--- config.mk ---
export PLATFORM = sky130hd
export DESIGN_NAME = yuv422_to_rgb_converter
export DESIGN_NICKNAME = d
export VERILOG_FILES = /design/src/hw/rtl/yuvrgb_pkg.sv /design/src/hw/rtl/yuvrgb_unpack.sv /design/src/hw/rtl/yuvrgb_chroma.sv /design/src/hw/rtl/yuvrgb_pixel.sv /design/src/hw/rtl/yuv422_to_rgb_converter.sv
export SDC_FILE = /design/constraint.sdc
export NUM_CORES = 1
export LEC_CHECK = 0
export BUFFER_PORTS_ARGS = -buffer_cell sky130_fd_sc_hd__buf_2
export CAP_MARGIN = 20
export CELL_PAD_IN_SITES_DETAIL_PLACEMENT = 0
export CELL_PAD_IN_SITES_GLOBAL_PLACEMENT = 1
export CORE_ASPECT_RATIO = 1.2
export CORE_UTILIZATION = 52
export DETAILED_ROUTE_END_ITERATION = 12
export GPL_TIMING_DRIVEN = 0
export MAX_ROUTING_LAYER = met4
export PLACE_DENSITY = 0.9
export RECOVER_POWER = 25
export REMOVE_ABC_BUFFERS = 1
export SYNTH_ARGS = -nofsm -noshare
export SYNTH_HDL_FRONTEND = slang
export SYNTH_HIERARCHICAL = 1
export SYNTH_SLANG_ARGS = --single-unit
--- constraint.sdc ---
create_clock -name clock -period 18.4 [get_ports clock]
set_clock_uncertainty 0.15 [all_clocks]
set_input_delay 1.84 -clock clock [delete_from_list [all_inputs] [get_ports clock]]
set_output_delay 1.84 -clock clock [all_outputs]
set_load 0.01 [all_outputs]
--- src/hw/rtl/yuvrgb_pkg.sv ---
// Package: payload types, coefficients and the divide-by-1000 helper.
`default_nettype none
package yuvrgb_pkg;

   // Conversion coefficients, scaled by 1000
   localparam int COEF_RV = 1403;
   localparam int COEF_GU = 344;
   localparam int COEF_GV = 714;
   localparam int COEF_BU = 1770;

   // floor(n / 1000) == (n * RECIP_1000) >> RECIP_SHIFT for all n < 2^18
   localparam logic [18:0] RECIP_1000  = 19'd268436;
   localparam int          RECIP_SHIFT = 28;

   // One macropixel in memory order
   typedef struct packed {
      logic [7:0] byte_zero;
      logic [7:0] byte_one;
      logic [7:0] byte_two;
      logic [7:0] byte_three;
   } yuvrgb_req_type;

   // Two RGB pixels
   typedef struct packed {
      logic [7:0] red_first;
      logic [7:0] green_first;
      logic [7:0] blue_first;
      logic [7:0] red_second;
      logic [7:0] green_second;
      logic [7:0] blue_second;
   } yuvrgb_rsp_type;

   // Samples after byte-order selection
   typedef struct packed {
      logic [7:0] y0;
      logic [7:0] y1;
      logic [7:0] u;
      logic [7:0] v;
   } yuvrgb_samp_type;

   // Chroma contributions shared by both pixels
   typedef struct packed {
      logic signed [8:0] r_offs;
      logic signed [8:0] g_offs;
      logic signed [8:0] b_offs;
   } yuvrgb_offs_type;

   // One RGB pixel
   typedef struct packed {
      logic [7:0] red;
      logic [7:0] green;
      logic [7:0] blue;
   } yuvrgb_rgb_type;

   // Signed divide by 1000, truncating toward zero; |num| < 2^18
   function automatic logic signed [8:0] div1000_trunc(input logic signed [18:0] num);
      logic [17:0] mag;
      logic [36:0] prod;
      logic [8:0]  quo;
      mag  = num[18] ? 18'(-num) : num[17:0];
      prod = 37'(mag) * 37'(RECIP_1000);
      quo  = 9'(prod >> RECIP_SHIFT);
      return $signed(num[18] ? (9'd0 - quo) : quo);
   endfunction

endpackage
`default_nettype wire

--- src/hw/rtl/yuvrgb_unpack.sv ---
// Byte-order select: splits a macropixel into Y0, Y1, U and V.
`default_nettype none
module yuvrgb_unpack (
   input  wire yuvrgb_pkg::yuvrgb_req_type  macro_px,
   input  wire                              byte_order,
   output yuvrgb_pkg::yuvrgb_samp_type      samp
);
   import yuvrgb_pkg::*;

   // 0: Y0 U Y1 V, 1: U Y0 V Y1
   always_comb begin
      if (byte_order) begin
         samp.u  = macro_px.byte_zero;
         samp.y0 = macro_px.byte_one;
         samp.v  = macro_px.byte_two;
         samp.y1 = macro_px.byte_three;
      end else begin
         samp.y0 = macro_px.byte_zero;
         samp.u  = macro_px.byte_one;
         samp.y1 = macro_px.byte_two;
         samp.v  = macro_px.byte_three;
      end
   end

endmodule
`default_nettype wire

--- src/hw/rtl/yuvrgb_chroma.sv ---
// Chroma terms: bias removal, coefficient products and truncating divide.
`default_nettype none
module yuvrgb_chroma (
   input  wire [7:0]                    u,
   input  wire [7:0]                    v,
   output yuvrgb_pkg::yuvrgb_offs_type  offs
);
   import yuvrgb_pkg::*;

   logic signed [7:0]  uc;
   logic signed [7:0]  vc;
   logic signed [18:0] prod_r;
   logic signed [18:0] prod_g;
   logic signed [18:0] prod_b;

   // Subtracting 128 from an 8-bit sample is an MSB flip
   assign uc = $signed({~u[7], u[6:0]});
   assign vc = $signed({~v[7], v[6:0]});

   // Constant products, all within +/-2^18
   assign prod_r = 19'(vc) * 19'(COEF_RV);
   assign prod_g = 19'(uc) * 19'(COEF_GU) - 19'(vc) * 19'(COEF_GV);
   assign prod_b = 19'(uc) * 19'(COEF_BU);

   assign offs.r_offs = div1000_trunc(prod_r);
   assign offs.g_offs = div1000_trunc(prod_g);
   assign offs.b_offs = div1000_trunc(prod_b);

endmodule
`default_nettype wire

--- src/hw/rtl/yuvrgb_pixel.sv ---
// One pixel: luma plus chroma terms, clamped to 0..255.
`default_nettype none
module yuvrgb_pixel (
   input  wire [7:0]                    luma,
   input  wire yuvrgb_pkg::yuvrgb_offs_type offs,
   output yuvrgb_pkg::yuvrgb_rgb_type   rgb
);
   import yuvrgb_pkg::*;

   logic signed [9:0] sum_r;
   logic signed [9:0] sum_g;
   logic signed [9:0] sum_b;

   // Sums span -226..479
   assign sum_r = $signed({2'b00, luma}) + 10'(offs.r_offs);
   assign sum_g = $signed({2'b00, luma}) + 10'(offs.g_offs);
   assign sum_b = $signed({2'b00, luma}) + 10'(offs.b_offs);

   function automatic logic [7:0] clamp8(input logic signed [9:0] s);
      logic [7:0] res;
      if (s[9]) begin
         res = 8'd0;
      end else if (s[8]) begin
         res = 8'hFF;
      end else begin
         res = s[7:0];
      end
      return res;
   endfunction

   assign rgb.red   = clamp8(sum_r);
   assign rgb.green = clamp8(sum_g);
   assign rgb.blue  = clamp8(sum_b);

endmodule
`default_nettype wire

--- src/hw/rtl/yuv422_to_rgb_converter.sv ---
// Top level: YUV 4:2:2 macropixel to two RGB pixels, integer math with BT.601 coefficient magnitudes.
//
// Usage:
//  - Input: a macropixel transfer happens on a rising edge with start high and
//    busy low. busy is low whenever reset is low, so one macropixel can be
//    sent every cycle.
//  - Output: rsp_strobe marks rsp_data for exactly one cycle; the receiver
//    must take it then, there is no backpressure.
//  - Pipeline: a macropixel is held in the input register after the edge that
//    takes it; its result is then registered in the result register, which drives rsp_data.
//  - Throughput: one macropixel per cycle outside reset; input register, one pass of
//    conversion logic, result register.
//  - Configuration: csr_wdata bit selects byte order (0 = Y0 U Y1 V,
//    1 = U Y0 V Y1); a transfer happens when csr_valid and csr_ready are high.
//    Write it only while no macropixel is in flight.
//  - Reset: synchronous; clears both pipeline valid bits and the byte order
//    register. busy and csr_ready hold off transfers during reset.
`default_nettype none
module yuv422_to_rgb_converter (
   input  wire                          clock,
   input  wire                          reset,
   input  wire                          start,
   output logic                         busy,
   input  wire yuvrgb_pkg::yuvrgb_req_type req_data,
   output logic                         rsp_strobe,
   output yuvrgb_pkg::yuvrgb_rsp_type   rsp_data,
   input  wire                          csr_valid,
   output logic                         csr_ready,
   input  wire                          csr_wdata
);
   import yuvrgb_pkg::*;

   logic            byte_order_ff;
   logic            byte_order_in;
   logic            in_valid_ff;
   logic            in_valid_in;
   yuvrgb_req_type  in_data_ff;
   logic            rsp_valid_ff;
   yuvrgb_rsp_type  rsp_data_ff;
   yuvrgb_rsp_type  rsp_data_in;
   yuvrgb_samp_type samp;
   yuvrgb_offs_type offs;
   yuvrgb_rgb_type  rgb_first;
   yuvrgb_rgb_type  rgb_second;

   assign busy      = reset;
   assign csr_ready = !reset;

   // Byte order register
   assign byte_order_in = (csr_valid && csr_ready) ? csr_wdata : byte_order_ff;

   always_ff @(posedge clock) begin
      if (reset) begin
         byte_order_ff <= 1'b0;
      end else begin
         byte_order_ff <= byte_order_in;
      end
   end

   // Input register
   assign in_valid_in = start && !busy;

   always_ff @(posedge clock) begin
      if (reset) begin
         in_valid_ff <= 1'b0;
      end else begin
         in_valid_ff <= in_valid_in;
      end
   end

   always_ff @(posedge clock) begin
      if (in_valid_in) begin
         in_data_ff <= req_data;
      end
   end

   // Conversion logic
   yuvrgb_unpack u_unpack (
      .macro_px   (in_data_ff),
      .byte_order (byte_order_ff),
      .samp       (samp)
   );

   yuvrgb_chroma u_chroma (
      .u    (samp.u),
      .v    (samp.v),
      .offs (offs)
   );

   yuvrgb_pixel u_pixel_first (
      .luma (samp.y0),
      .offs (offs),
      .rgb  (rgb_first)
   );

   yuvrgb_pixel u_pixel_second (
      .luma (samp.y1),
      .offs (offs),
      .rgb  (rgb_second)
   );

   always_comb begin
      rsp_data_in.red_first    = rgb_first.red;
      rsp_data_in.green_first  = rgb_first.green;
      rsp_data_in.blue_first   = rgb_first.blue;
      rsp_data_in.red_second   = rgb_second.red;
      rsp_data_in.green_second = rgb_second.green;
      rsp_data_in.blue_second  = rgb_second.blue;
   end

   // Result register
   always_ff @(posedge clock) begin
      if (reset) begin
         rsp_valid_ff <= 1'b0;
      end else begin
         rsp_valid_ff <= in_valid_ff;
      end
   end

   always_ff @(posedge clock) begin
      if (in_valid_ff) begin
         rsp_data_ff <= rsp_data_in;
      end
   end

   assign rsp_strobe = rsp_valid_ff;
   assign rsp_data   = rsp_data_ff;

endmodule
`default_nettype wire

After elaboration in Yosys (flattened, before gate mapping)
Cells that the tools add are included.
{"block": "word_totals", "regBits": 83, "inputBits": 37, "output_inout_bits": 51}
{"block": "classes", "n_addsub": 13, "mul": 7, "muxes": 13, "bitwise_logic": 2, "reduce_logical": 3}
{"operator": "multiplier 18 x 17 -> 35 bit, second input constant", "count": 3}
{"operator": "adder 9 x 9 -> 10 bit", "count": 6}
{"operator": "2-to-1 mux 18 bit", "count": 3}
{"operator": "negation 18 bit", "count": 3}
{"operator": "2-to-1 mux 8 bit", "count": 6}
{"operator": "2-to-1 mux 32 bit", "count": 1}
{"operator": "2-to-1 mux 9 bit", "count": 3}
{"operator": "subtractor 1 x 9 -> 9 bit, first input constant", "count": 3}
{"operator": "multiplier 8 x 12 -> 19 bit, second input constant", "count": 1}
{"operator": "subtractor 18 x 19 -> 19 bit", "count": 1}
{"operator": "multiplier 8 x 10 -> 18 bit, second input constant", "count": 1}
{"operator": "multiplier 8 x 11 -> 18 bit, second input constant", "count": 1}
{"operator": "multiplier 8 x 7 -> 15 bit, second input constant", "count": 1}
{"operator": "logical AND 1 bit", "count": 2}
{"operator": "NOT 1 bit", "count": 2}
{"operator": "logical NOT 1 bit", "count": 1}

Logic depth before layout (Yosys ltp)
Gate-level depths: netlist of the first run.
{"block": "depth", "ltp_word": 11, "depth_mapped": 64, "depth_no_buf": 60}

By module
Netlist of the first run, hierarchy kept.
{"module": "yuvrgb_chroma", "instances": 1, "cells_each": 2214, "area_each_um2": 19242.2}
{"module": "yuv422_to_rgb_converter", "instances": 1, "cells_each": 90, "area_each_um2": 2506.2}
{"module": "yuvrgb_pixel (u_pixel_first)", "instances": 1, "cells_each": 199, "area_each_um2": 1460.2}
{"module": "yuvrgb_pixel (u_pixel_second)", "instances": 1, "cells_each": 167, "area_each_um2": 1363.8}
{"module": "yuvrgb_unpack", "instances": 1, "cells_each": 36, "area_each_um2": 544.3}

Least setup slack after synthesis of the first run
No wires, ideal clock.
{"block": "synth_path", "path_type": "flip-flop to flip-flop", "startpoint": "register byte_order_ff", "endpoint": "register rsp_data_ff (netlist bit rsp_data[10]) (data pin)", "arrival_time_ps": 13074, "slack_ps": 4922, "path_stages_with_launch": 61, "path_buffers": 3, "cell_sequence": "dfxtp_1 -> buf_6 -> buf_12 -> mux2_4 -> inv_1 -> ha_1 -> inv_1 -> fa_1 -> fa_1 -> inv_1 -> ha_1 -> a31oi_1 -> nor2b_1 -> o21ai_0 -> nand2b_1 -> a21o_1 -> nand2_1 -> a21oi_1 -> [25 not listed] -> ha_1 -> a21oi_1 -> o221ai_1 -> a221o_1 -> a221oi_1 -> a21oi_1 -> or2_2 -> inv_1 -> ha_1 -> or3b_1 -> and2_1 -> xnor2_1 -> ha_1 -> a211o_2 -> o22ai_1 -> nor2_2 -> xor2_2 -> o21a_1"}
{"element": "from (decl)", "line": "yuv422_to_rgb_converter.sv:33", "source": "logic byte_order_ff;"}
{"element": "from (signal assigned)", "line": "yuv422_to_rgb_converter.sv:56", "source": "byte_order_ff <= byte_order_in;"}
{"element": "to (signal assigned)", "line": "yuv422_to_rgb_converter.sv:122", "source": "rsp_data_ff <= rsp_data_in;"}
{"element": "to (decl)", "line": "yuv422_to_rgb_converter.sv:39", "source": "yuvrgb_rsp_type rsp_data_ff;"}

==> results of run 1 <==
## synth_stat cells (32+ instances only)
library cell and count:
sky130_fd_sc_hd__nand2_1 98, sky130_fd_sc_hd__o21ai_0 66, sky130_fd_sc_hd__nor3_1 38, sky130_fd_sc_hd__edfxtp_1 80, sky130_fd_sc_hd__o21a_1 32, sky130_fd_sc_hd__xnor2_1 119
sky130_fd_sc_hd__nor2_1 111, sky130_fd_sc_hd__nor2b_1 33, sky130_fd_sc_hd__ha_1 632, sky130_fd_sc_hd__a21oi_1 160, sky130_fd_sc_hd__inv_1 516, sky130_fd_sc_hd__xor2_1 63
sky130_fd_sc_hd__fa_1 211, sky130_fd_sc_hd__a21o_1 80
## how the worst max path moves through the flow
stage | cells after the start | slack [ns] | from | to
after global routing | 56 | 0.84 | byte_order_ff | rsp_data[10]
after global placement | 54 | 0.42 | byte_order_ff | rsp_data[37]
final | 57 | 1.85 | byte_order_ff | rsp_data[10]
after CTS | 57 | 1.88 | byte_order_ff | rsp_data[11]
after floorplan | 55 | 3.62 | byte_order_ff | rsp_data[39]
after detailed placement | 57 | 1.85 | byte_order_ff | rsp_data[11]
## area by class of cell
type                    count  area share, %
inverters                 516          7.278
clock inverters             7         0.2821
multi-input cells        2083          77.35
flip-flops and latches     83          9.258
repair buffers             97          2.059
well taps                 623          2.929
clock buffers               9         0.8463
## logic make-up (layout without fill, tap and decap cells)
kind of cell             count (synthesis)  count (layout)  synth area share [%]
multiplexers                            39              39                 2.177
buffers and inverters                  540             629                 8.374
AO/OA/AOI/OAI                          536             536                 14.52
AND/OR/NAND/NOR                        479             479                 10.22
flip-flops                              83              83                 9.804
XOR/XNOR                               186             186                 6.606
adder cells (fa/ha/maj)                843             843                 48.30
## worst max-delay path, delay by kind of cell, from the launching register on
kind | cells | cell delay (ns)
adders and majority gates | 14 | 5.46
and+or+nand+nor | 8 | 1.56
AOI/OAI and AO/OA | 19 | 4.34
xor gates and xnor gates | 6 | 2.30
muxes | 1 | 0.52
DFF | 1 | 0.76
buffers and inverters | 9 | 1.19
## cells in the final DEF, fill, tap and decap left out, drive strengths merged, types with 28 or more instances in the layout
cell type	instances
ha	632
inv	519
fa	211
a21oi	162
xnor2	119
nor2	114
nand2	98
buf	95
o21ai	84
a21o	82
edfxtp	80
xor2	67
nor3	42
mux2	35
nor2b	33
o21a	33
nand3	28
## registers in the layout (all words and copies together) (netlist names)
| signal | cells |
|---|---|
| in_data_ff | 32 |
| rsp_data | 48 |
| in_valid_ff | 1 |
| byte_order_ff | 1 |
| rsp_strobe | 1 |
## per-layer routing
metal	GRT usage (%)	share of wire, %	wire length (um)	vias up
li1	-	-	-	9542
met1	30.21	43	25930	9329
met2	46.57	51	30570	337
met3	1.450	2.8	1648	78
met4	8.182	2.9	1710	0
met5	-	0	0	-
## metrics by stage
| step | setup WS (ns) | instance area (sq um) |
|---|---|---|
| floorplan | 3.618 | 24950 |
| global placement | 0.4209 | 26170 |
| detailed placement | 1.849 | 26310 |
| CTS | 1.876 | 26610 |
| global route | 0.8403 | 26610 |
| finish | 1.848 | 26610 |
==> flow_results.xml, run 1 <==
<?xml version="1.0" encoding="UTF-8"?>
<metrics>
  <group name="synth">
    <metric name="number_of_enable_flip_flop_cells_after_synthesis" unit="">80</metric>
    <metric name="ys_warn_count" unit="">6</metric>
    <metric name="synth_cell_types" unit="">102</metric>
    <metric name="synth_top_flop_cell" unit="">sky130_fd_sc_hd__edfxtp_1</metric>
    <metric name="synth-seq-area-share" unit="%">9.804</metric>
    <metric name="post_synth.cell_area_avg" unit="sq um">9.282</metric>
    <metric name="post_synthesis_instance_total" unit="">2706</metric>
    <metric name="post-synth-top-area-cell" unit="">sky130_fd_sc_hd__ha_1</metric>
    <metric name="post-synth-top-area-fraction" unit="%">31.48</metric>
    <metric name="async_flop_share" unit="%">0</metric>
    <metric name="synthesized_cell_area" unit="sq um">25120</metric>
    <metric name="netlist_top_cells_area" unit="">sky130_fd_sc_hd__ha_1, sky130_fd_sc_hd__fa_1, sky130_fd_sc_hd__edfxtp_1, sky130_fd_sc_hd__inv_1, sky130_fd_sc_hd__xnor2_1</metric>
    <metric name="ys_seq_elements" unit="">83</metric>
  </group>
  <group name="finish">
    <metric name="antennaDiodeCount" unit="">0</metric>
    <metric name="final_core_utilization" unit="%">56.20</metric>
    <metric name="layout.filler_cells" unit="">4211</metric>
    <metric name="nNetsFinal" unit="">3670</metric>
    <metric name="instances_no_fill" unit="">3418</metric>
    <metric name="final-seq-area" unit="sq um">2464</metric>
    <metric name="areaGrowthSynthToFinish" unit="%">5.953</metric>
    <metric name="multi_input_comb_area" unit="sq um">20580</metric>
    <metric name="final_layout_size_suffix_gt1_share" unit="%">7.835</metric>
  </group>
  <group name="setup_path">
    <metric name="worst_ep_arrival_time" unit="ns">16.52</metric>
    <metric name="r2r_slack" unit="ns">1.85</metric>
    <metric name="reg2reg_depth" unit="">57</metric>
    <metric name="timing.critical_path.from_type" unit="">register</metric>
    <metric name="crit_path_frequent_cell" unit="">sky130_fd_sc_hd__inv_1</metric>
    <metric name="critical_path.slowest_cell" unit="">sky130_fd_sc_hd__xor2_2</metric>
    <metric name="r2r-start" unit="">byte_order_ff</metric>
    <metric name="worst_setup_path_end_kind" unit="">register</metric>
    <metric name="crit_path_max_incr_delay" unit="ns">0.92</metric>
    <metric name="timing.rr.end" unit="">rsp_data[10]</metric>
    <metric name="worst-endpoint-required" unit="ns">18.37</metric>
    <metric name="setup.worst_path.class" unit="">register to register</metric>
    <metric name="critPathMaxFanout" unit="">22</metric>
  </group>
  <group name="clock_tree">
    <metric name="clk_latency" unit="ns">0.37</metric>
    <metric name="clock_sinks" unit="">83</metric>
    <metric name="clk_transition_reported_paths" unit="ns">0.06</metric>
    <metric name="root_buffer" unit="">sky130_fd_sc_hd__clkbuf_16</metric>
    <metric name="ctsHtreeMaxLevel" unit="">3</metric>
    <metric name="numCtsBuffers" unit="">9</metric>
    <metric name="cts_max_path_buffers" unit="">2</metric>
    <metric name="postCtsResizedCells" unit="">0</metric>
    <metric name="cts_hold_repair.buffers" unit="">0</metric>
    <metric name="tritoncts" unit="">done</metric>
    <metric name="post_cts.repair.setup_buffers" unit="">0</metric>
  </group>
  <group name="sta">
    <metric name="pins_over_slew_limit" unit="">41</metric>
    <metric name="hold_ws" unit="ns">0.4861</metric>
    <metric name="finalSetupViolCount" unit="">0</metric>
    <metric name="rsz0062_at_grt" unit="">no</metric>
    <metric name="worst_pin_slew" unit="ns">2.071</metric>
    <metric name="final_setup_tns" unit="ns">0</metric>
    <metric name="layout_worst_path_cycle_share" unit="%">89.96</metric>
    <metric name="layout_min_cycle_time" unit="ns">16.55</metric>
    <metric name="report.final.hold_viol_count" unit="">0</metric>
    <metric name="timing.slew.headroom" unit="%">-38.06</metric>
    <metric name="max_freq" unit="MHz">60.42</metric>
  </group>
  <group name="routing">
    <metric name="detail_route.drc_violations" unit="">0</metric>
    <metric name="route.detailed.wl_per_inst" unit="um">17.51</metric>
    <metric name="routed_wl" unit="um">59860</metric>
    <metric name="antenna_left" unit="">0</metric>
    <metric name="total_vias_in_the_final_route" unit="">19286</metric>
    <metric name="drt-vias-per-instance" unit="">5.642</metric>
    <metric name="first_pass_iters" unit="">7</metric>
    <metric name="initialDrtViolationCount" unit="">885</metric>
  </group>
  <group name="flow_run">
    <metric name="number_of_max_cap_violations" unit="">1</metric>
  </group>
  <group name="die">
    <metric name="number_of_placement_rows" unit="">87</metric>
    <metric name="die_w" unit="um">202.6</metric>
    <metric name="floorplan.die_area" unit="sq um">49190</metric>
    <metric name="floorplan.initialDensity" unit="%">53.04</metric>
    <metric name="num_io_pins" unit="">88</metric>
    <metric name="placeableCoreArea" unit="sq um">47350</metric>
    <metric name="die_height" unit="um">242.8</metric>
  </group>
  <group name="placed_design">
    <metric name="dp_hpwl" unit="um">51440</metric>
    <metric name="globalplace.congestion" unit="">0.9185</metric>
    <metric name="port-buffer-count" unit="">87</metric>
    <metric name="post-place-cells" unit="">3400</metric>
  </group>
  <group name="outcome">
    <metric name="failed_checks" unit="">max-capacitance violations, max-slew violations</metric>
    <metric name="status" unit="">finished with violations</metric>
  </group>
  <group name="worst_hold_path">
    <metric name="min_from" unit="">in_valid_ff</metric>
    <metric name="hold-path-endpoint" unit="">rsp_data[39]</metric>
    <metric name="timing.hold.worst_path_depth" unit="">0</metric>
    <metric name="hold_path.class" unit="">register to register</metric>
  </group>
  <group name="grt">
    <metric name="grt_pass1_vias" unit="">20261</metric>
    <metric name="grt_overflow" unit="">0</metric>
    <metric name="grt_util_all_layers" unit="%">25.71</metric>
    <metric name="grt_start_max_net_pins" unit="">41</metric>
    <metric name="antenna_found_initial" unit="">0</metric>
    <metric name="grt_pass1_wl" unit="um">99140</metric>
  </group>
</metrics>
Power of run 1 is not shown: default switching activity piles up to over one toggle a cycle in this logic, so the estimate is an artifact.
==> run 2: changes to the inputs <==
Settings changed: ABC_AREA set to 1, CORE_UTILIZATION 52 to 50.
==> flow_results.xml, run 2 <==
<?xml version="1.0" encoding="UTF-8"?>
<metrics>
  <group name="clock_tree">
    <metric name="tritoncts" unit="">done</metric>
    <metric name="root_buffer" unit="">sky130_fd_sc_hd__clkbuf_16</metric>
    <metric name="cts_max_path_buffers" unit="">2</metric>
    <metric name="ctsHtreeMaxLevel" unit="">3</metric>
    <metric name="clk_latency" unit="ns">0.36</metric>
    <metric name="cts_hold_repair.buffers" unit="">0</metric>
    <metric name="clk_transition_reported_paths" unit="ns">0.07</metric>
    <metric name="clock_sinks" unit="">83</metric>
    <metric name="postCtsResizedCells" unit="">0</metric>
    <metric name="numCtsBuffers" unit="">9</metric>
    <metric name="post_cts.repair.setup_buffers" unit="">0</metric>
  </group>
  <group name="sta">
    <metric name="rsz0062_at_grt" unit="">no</metric>
    <metric name="worst_pin_slew" unit="ns">2.251</metric>
    <metric name="finalSetupViolCount" unit="">0</metric>
    <metric name="pins_over_slew_limit" unit="">46</metric>
    <metric name="report.final.hold_viol_count" unit="">0</metric>
    <metric name="final_setup_tns" unit="ns">0</metric>
    <metric name="layout_min_cycle_time" unit="ns">15.72</metric>
    <metric name="timing.slew.headroom" unit="%">-50.08</metric>
    <metric name="hold_ws" unit="ns">0.4393</metric>
    <metric name="max_freq" unit="MHz">63.61</metric>
    <metric name="layout_worst_path_cycle_share" unit="%">85.44</metric>
  </group>
  <group name="finish">
    <metric name="areaGrowthSynthToFinish" unit="%">6.037</metric>
    <metric name="antennaDiodeCount" unit="">0</metric>
    <metric name="final_layout_size_suffix_gt1_share" unit="%">7.574</metric>
    <metric name="nNetsFinal" unit="">4400</metric>
    <metric name="final_common_cell" unit="">sky130_fd_sc_hd__inv_1</metric>
    <metric name="largest_register_ff_count" unit="">48</metric>
    <metric name="layout.cells.most_common_list" unit="">sky130_fd_sc_hd__inv_1, sky130_fd_sc_hd__nand2_1, sky130_fd_sc_hd__ha_1, sky130_fd_sc_hd__fa_1, sky130_fd_sc_hd__nor2_1</metric>
  </group>
  <group name="routing">
    <metric name="route.detailed.wl_per_inst" unit="um">15.02</metric>
    <metric name="total_vias_in_the_final_route" unit="">21424</metric>
    <metric name="routed_wl" unit="um">63400</metric>
    <metric name="first_pass_iters" unit="">5</metric>
    <metric name="detail_route.drc_violations" unit="">0</metric>
    <metric name="initialDrtViolationCount" unit="">945</metric>
    <metric name="drt-vias-per-instance" unit="">5.074</metric>
    <metric name="antenna_left" unit="">0</metric>
  </group>
  <group name="synth">
    <metric name="post_synthesis_instance_total" unit="">3428</metric>
    <metric name="synth_top_flop_cell" unit="">sky130_fd_sc_hd__edfxtp_1</metric>
    <metric name="async_flop_share" unit="%">0</metric>
    <metric name="synth_cell_types" unit="">62</metric>
    <metric name="post-synth-top-area-cell" unit="">sky130_fd_sc_hd__ha_1</metric>
    <metric name="netlist_top_cells_count" unit="">sky130_fd_sc_hd__inv_1, sky130_fd_sc_hd__nand2_1, sky130_fd_sc_hd__ha_1, sky130_fd_sc_hd__fa_1, sky130_fd_sc_hd__nor2_1</metric>
    <metric name="synth.most_common_cell" unit="">sky130_fd_sc_hd__inv_1</metric>
    <metric name="synth-seq-area-share" unit="%">9.347</metric>
    <metric name="ys_warn_count" unit="">6</metric>
    <metric name="synthesized_cell_area" unit="sq um">26340</metric>
    <metric name="post-synth-top-area-fraction" unit="%">30.02</metric>
    <metric name="post_synth.cell_area_avg" unit="sq um">7.685</metric>
    <metric name="number_of_enable_flip_flop_cells_after_synthesis" unit="">80</metric>
    <metric name="ys_seq_elements" unit="">83</metric>
    <metric name="netlist_top_cells_area" unit="">sky130_fd_sc_hd__ha_1, sky130_fd_sc_hd__fa_1, sky130_fd_sc_hd__inv_1, sky130_fd_sc_hd__nand2_1, sky130_fd_sc_hd__edfxtp_1</metric>
  </group>
  <group name="setup_path">
    <metric name="crit_path_leading_delay_family" unit="">adder cells</metric>
    <metric name="setup.worst_path.class" unit="">register to register</metric>
    <metric name="worst_setup_path_end_kind" unit="">register</metric>
    <metric name="worst-endpoint-required" unit="ns">18.36</metric>
    <metric name="crit_path_max_incr_delay" unit="ns">0.90</metric>
    <metric name="worst_ep_arrival_time" unit="ns">15.68</metric>
    <metric name="critPathMaxFanout" unit="">34</metric>
    <metric name="crit_path_frequent_cell" unit="">sky130_fd_sc_hd__inv_1</metric>
    <metric name="timing.critical_path.from_type" unit="">register</metric>
    <metric name="critical_path.slowest_cell" unit="">sky130_fd_sc_hd__dfxtp_2</metric>
    <metric name="worstPathBufferInverterCount" unit="">14</metric>
  </group>
  <group name="die">
    <metric name="placeableCoreArea" unit="sq um">51690</metric>
    <metric name="floorplan.initialDensity" unit="%">50.96</metric>
    <metric name="die_height" unit="um">253.4</metric>
    <metric name="num_io_pins" unit="">88</metric>
    <metric name="die_w" unit="um">211.5</metric>
    <metric name="number_of_placement_rows" unit="">91</metric>
    <metric name="floorplan.die_area" unit="sq um">53610</metric>
  </group>
  <group name="grt">
    <metric name="grt_util_all_layers" unit="%">24.89</metric>
    <metric name="gr-max-usage-layer" unit="">met2</metric>
    <metric name="grt_overflow" unit="">0</metric>
    <metric name="grt_pass1_vias" unit="">20827</metric>
    <metric name="grt_start_max_net_pins" unit="">46</metric>
    <metric name="grt.met1_usage" unit="%">30.36</metric>
    <metric name="grt_use_met3" unit="%">1.662</metric>
    <metric name="global_route.usage.met2" unit="%">44.16</metric>
    <metric name="grt_pass1_wl" unit="um">102500</metric>
    <metric name="antenna_found_initial" unit="">0</metric>
  </group>
  <group name="flow_run">
    <metric name="number_of_max_cap_violations" unit="">1</metric>
  </group>
  <group name="outcome">
    <metric name="failed_checks" unit="">max-capacitance violations, max-slew violations</metric>
    <metric name="status" unit="">finished with violations</metric>
  </group>
  <group name="worst_hold_path">
    <metric name="hold_path.class" unit="">register to register</metric>
  </group>
  <group name="placed_design">
    <metric name="port-buffer-count" unit="">87</metric>
    <metric name="globalplace.congestion" unit="">0.9651</metric>
    <metric name="dp_hpwl" unit="um">55230</metric>
  </group>
</metrics>
## run 2: changes by cell type after synthesis, sizes merged, moves of 20 or more
cell   before  now
or3        20    0
nor2      114  195
o21a       33    7
nand2      98  804
mux2       35    0
a21o       82    6
xor2       67   98
inv       516  769
nand3      28  141
xnor2     119   45
nor2b      33    0
## run 2: cell type report
cell class	instances	area, sq um
inverters	769	2894
fillers	5069	23760
multi-input cells	2563	20870
clock buffers	9	225.2
flip-flops and latches	83	2464
clock inverters	7	93.84
repair buffers	94	516.7
well taps	697	872.1
## run 2: final timing paths
| kind | startpoint | endpoint | slack, ns | depth (start not counted) |
|---|---|---|---|---|
| worst min register to register | in_valid_ff | rsp_data[39] | 0.44 | 0 |
| worst min-delay path | in_valid_ff | rsp_data[39] | 0.44 | 0 |
| worst max-delay path | byte_order_ff | rsp_data[11] | 2.68 | 66 |
| worst max register to register | byte_order_ff | rsp_data[11] | 2.68 | 66 |
## run 2: routing by layer
layer	vias to the layer above	routed length, um
li1	11128	-
met1	9901	28500
met2	331	31460
met3	64	1765
met4	0	1676
met5	-	0
## run 2: metrics by stage
stage | util (%) | cell area, sq um | worst slack (ns) | instances
after global placement | 53.25 | 27530 | 1.760 | 4199
after detailed placement | 53.43 | 27620 | 2.736 | 4204
final | 54.04 | 27930 | 2.679 | 4222
after global routing | 54.04 | 27930 | 1.448 | 4222
after floorplan | - | 26220 | 5.591 | 3415
after CTS | 54.04 | 27940 | 2.690 | 4220
## run 2: logic make-up (layout without fill, tap and decap cells)
family          Yosys count  count (layout)  share of synthesized area [%]
fa+ha+maj               843             843                          46.05
flops                    83              83                          9.347
compound gates          326             326                          7.210
simple gates           1251            1251                          20.97
buf+inv                 782             879                          11.47
xor+xnor                143             143                          4.954
Power of run 2 is left out for the same reason.
==> run 3: changes to the inputs <==
Settings changed: PLACE_DENSITY 0.9 to unset, PLACE_DENSITY_LB_ADDON set to 0.1.
==> flow_results.xml, run 3 (synthesis results as in run 2) <==
<?xml version="1.0" encoding="UTF-8"?>
<metrics>
  <group name="setup_path">
    <metric name="crit_path_max_incr_delay" unit="ns">0.87</metric>
    <metric name="r2r_slack" unit="ns">2.42</metric>
    <metric name="startpoint" unit="">byte_order_ff</metric>
    <metric name="crit_path_leading_delay_family" unit="">adder cells</metric>
    <metric name="reg2reg_depth" unit="">65</metric>
    <metric name="timing.critical_path.depth" unit="">65</metric>
    <metric name="worst_setup_path_end_kind" unit="">register</metric>
    <metric name="timing.rr.end" unit="">rsp_data[38]</metric>
    <metric name="r2r-start" unit="">byte_order_ff</metric>
    <metric name="setup.worst_path.class" unit="">register to register</metric>
    <metric name="worstPathBufferInverterCount" unit="">13</metric>
    <metric name="worst-endpoint-required" unit="ns">18.34</metric>
    <metric name="critical_path.slowest_cell" unit="">sky130_fd_sc_hd__xor2_1</metric>
    <metric name="timing.critical_path.from_type" unit="">register</metric>
    <metric name="critPathCapture" unit="">rsp_data[38]</metric>
    <metric name="worst_ep_arrival_time" unit="ns">15.91</metric>
    <metric name="critPathMaxFanout" unit="">32</metric>
  </group>
  <group name="sta">
    <metric name="layout_worst_path_cycle_share" unit="%">86.82</metric>
    <metric name="timing.slew.headroom" unit="%">-43.88</metric>
    <metric name="finalSetupViolCount" unit="">0</metric>
    <metric name="max_freq" unit="MHz">62.60</metric>
    <metric name="layout_min_cycle_time" unit="ns">15.98</metric>
    <metric name="final_setup_tns" unit="ns">0</metric>
    <metric name="worst_pin_slew" unit="ns">2.158</metric>
    <metric name="rsz0062_at_grt" unit="">no</metric>
    <metric name="pins_over_slew_limit" unit="">41</metric>
    <metric name="report.final.hold_viol_count" unit="">0</metric>
  </group>
  <group name="clock_tree">
    <metric name="cts_hold_repair.buffers" unit="">0</metric>
    <metric name="numCtsBuffers" unit="">9</metric>
    <metric name="clk_latency" unit="ns">0.34</metric>
    <metric name="clock_sinks" unit="">83</metric>
    <metric name="post_cts.repair.setup_buffers" unit="">0</metric>
    <metric name="cts_max_path_buffers" unit="">2</metric>
    <metric name="root_buffer" unit="">sky130_fd_sc_hd__clkbuf_16</metric>
    <metric name="tritoncts" unit="">done</metric>
    <metric name="ctsHtreeMaxLevel" unit="">3</metric>
    <metric name="clk_transition_reported_paths" unit="ns">0.07</metric>
    <metric name="postCtsResizedCells" unit="">0</metric>
  </group>
  <group name="flow_run">
    <metric name="number_of_max_cap_violations" unit="">1</metric>
  </group>
  <group name="finish">
    <metric name="antennaDiodeCount" unit="">0</metric>
    <metric name="areaGrowthSynthToFinish" unit="%">5.946</metric>
    <metric name="layout.cells.most_common_list" unit="">sky130_fd_sc_hd__inv_1, sky130_fd_sc_hd__nand2_1, sky130_fd_sc_hd__ha_1, sky130_fd_sc_hd__fa_1, sky130_fd_sc_hd__nor2_1</metric>
    <metric name="final_layout_size_suffix_gt1_share" unit="%">7.491</metric>
    <metric name="final_common_cell" unit="">sky130_fd_sc_hd__inv_1</metric>
    <metric name="largest_register_ff_count" unit="">48</metric>
    <metric name="nNetsFinal" unit="">4399</metric>
    <metric name="final_core_utilization" unit="%">53.99</metric>
  </group>
  <group name="routing">
    <metric name="detail_route.drc_violations" unit="">0</metric>
    <metric name="first_pass_iters" unit="">5</metric>
    <metric name="route.detailed.wl_per_inst" unit="um">15.66</metric>
    <metric name="antenna_left" unit="">0</metric>
    <metric name="initialDrtViolationCount" unit="">886</metric>
    <metric name="routed_wl" unit="um">66120</metric>
    <metric name="drt-vias-per-instance" unit="">5.136</metric>
    <metric name="total_vias_in_the_final_route" unit="">21680</metric>
  </group>
  <group name="grt">
    <metric name="grt_overflow" unit="">0</metric>
    <metric name="grt_pass1_wl" unit="um">107200</metric>
    <metric name="grt_start_max_net_pins" unit="">41</metric>
    <metric name="grt_pass1_vias" unit="">21877</metric>
    <metric name="antenna_found_initial" unit="">0</metric>
    <metric name="grt_util_all_layers" unit="%">26.10</metric>
  </group>
  <group name="die">
    <metric name="die_height" unit="um">253.4</metric>
    <metric name="die_w" unit="um">211.5</metric>
    <metric name="placeableCoreArea" unit="sq um">51690</metric>
    <metric name="num_io_pins" unit="">88</metric>
    <metric name="number_of_placement_rows" unit="">91</metric>
    <metric name="floorplan.initialDensity" unit="%">50.96</metric>
    <metric name="floorplan.die_area" unit="sq um">53610</metric>
  </group>
  <group name="placed_design">
    <metric name="dp_hpwl" unit="um">58310</metric>
    <metric name="port-buffer-count" unit="">87</metric>
    <metric name="globalplace.congestion" unit="">0.9317</metric>
  </group>
  <group name="outcome">
    <metric name="failed_checks" unit="">max-capacitance violations, max-slew violations</metric>
    <metric name="status" unit="">finished with violations</metric>
  </group>
  <group name="worst_hold_path">
    <metric name="hold_path.class" unit="">register to register</metric>
  </group>
</metrics>
-- run 3: worst min path at each step --
stage | startpoint | endpoint | slack [ns] | cells past startpoint
final | in_valid_ff | rsp_strobe | 0.47 | 2
after floorplan | in_data_ff[8] | rsp_data[0] | 0.68 | 7
after global routing | in_valid_ff | rsp_strobe | 0.49 | 2
after global placement | in_data_ff[8] | rsp_data[16] | 0.83 | 7
after CTS | in_valid_ff | rsp_strobe | 0.41 | 2
after detailed placement | in_valid_ff | rsp_strobe | 0.40 | 2
-- run 3: cell type report --
type / count / area (sq um)
clock inverter: 6 / 73.82
inverter: 769 / 2894
multi-input combinational: 2563 / 20870
fill: 5116 / 23780
tap: 697 / 872.1
timing repair buffer: 93 / 500.5
clock buffer: 10 / 239.0
sequential: 83 / 2462
-- run 3: metal layers --
metal | routed length, um | vias to the layer above | global-route usage (%) | share of wire, %
met4 | 1832 | 0 | 7.246 | 2.8
met1 | 27770 | 10176 | 29.63 | 42
li1 | - | 11126 | - | -
met2 | 34640 | 297 | 48.55 | 52
met5 | 0 | - | - | 0
met3 | 1869 | 81 | 2.146 | 2.8
-- run 3: stage by stage --
step	worst slack, ns	cells	instance area (sq um)	hold WS (ns)
2_1_floorplan	5.591	3415	26220	0.6753
3_3_place_gp	1.845	4199	27530	0.8305
3_5_place_dp	2.528	4204	27610	0.3998
4_1_cts	2.506	4220	27920	0.4107
5_1_grt	1.463	4221	27910	0.4948
6_report	2.425	4221	27910	0.4715
-- run 3: tightest hold or removal path: cells and delay by family, from the launching register on --
kind | cells | cell delay (ns)
flip-flops | 1 | 0.44
AND/OR/NAND/NOR | 1 | 0.04
buffers and inverters | 1 | 0.10
Power of run 3 is left out for the same reason.
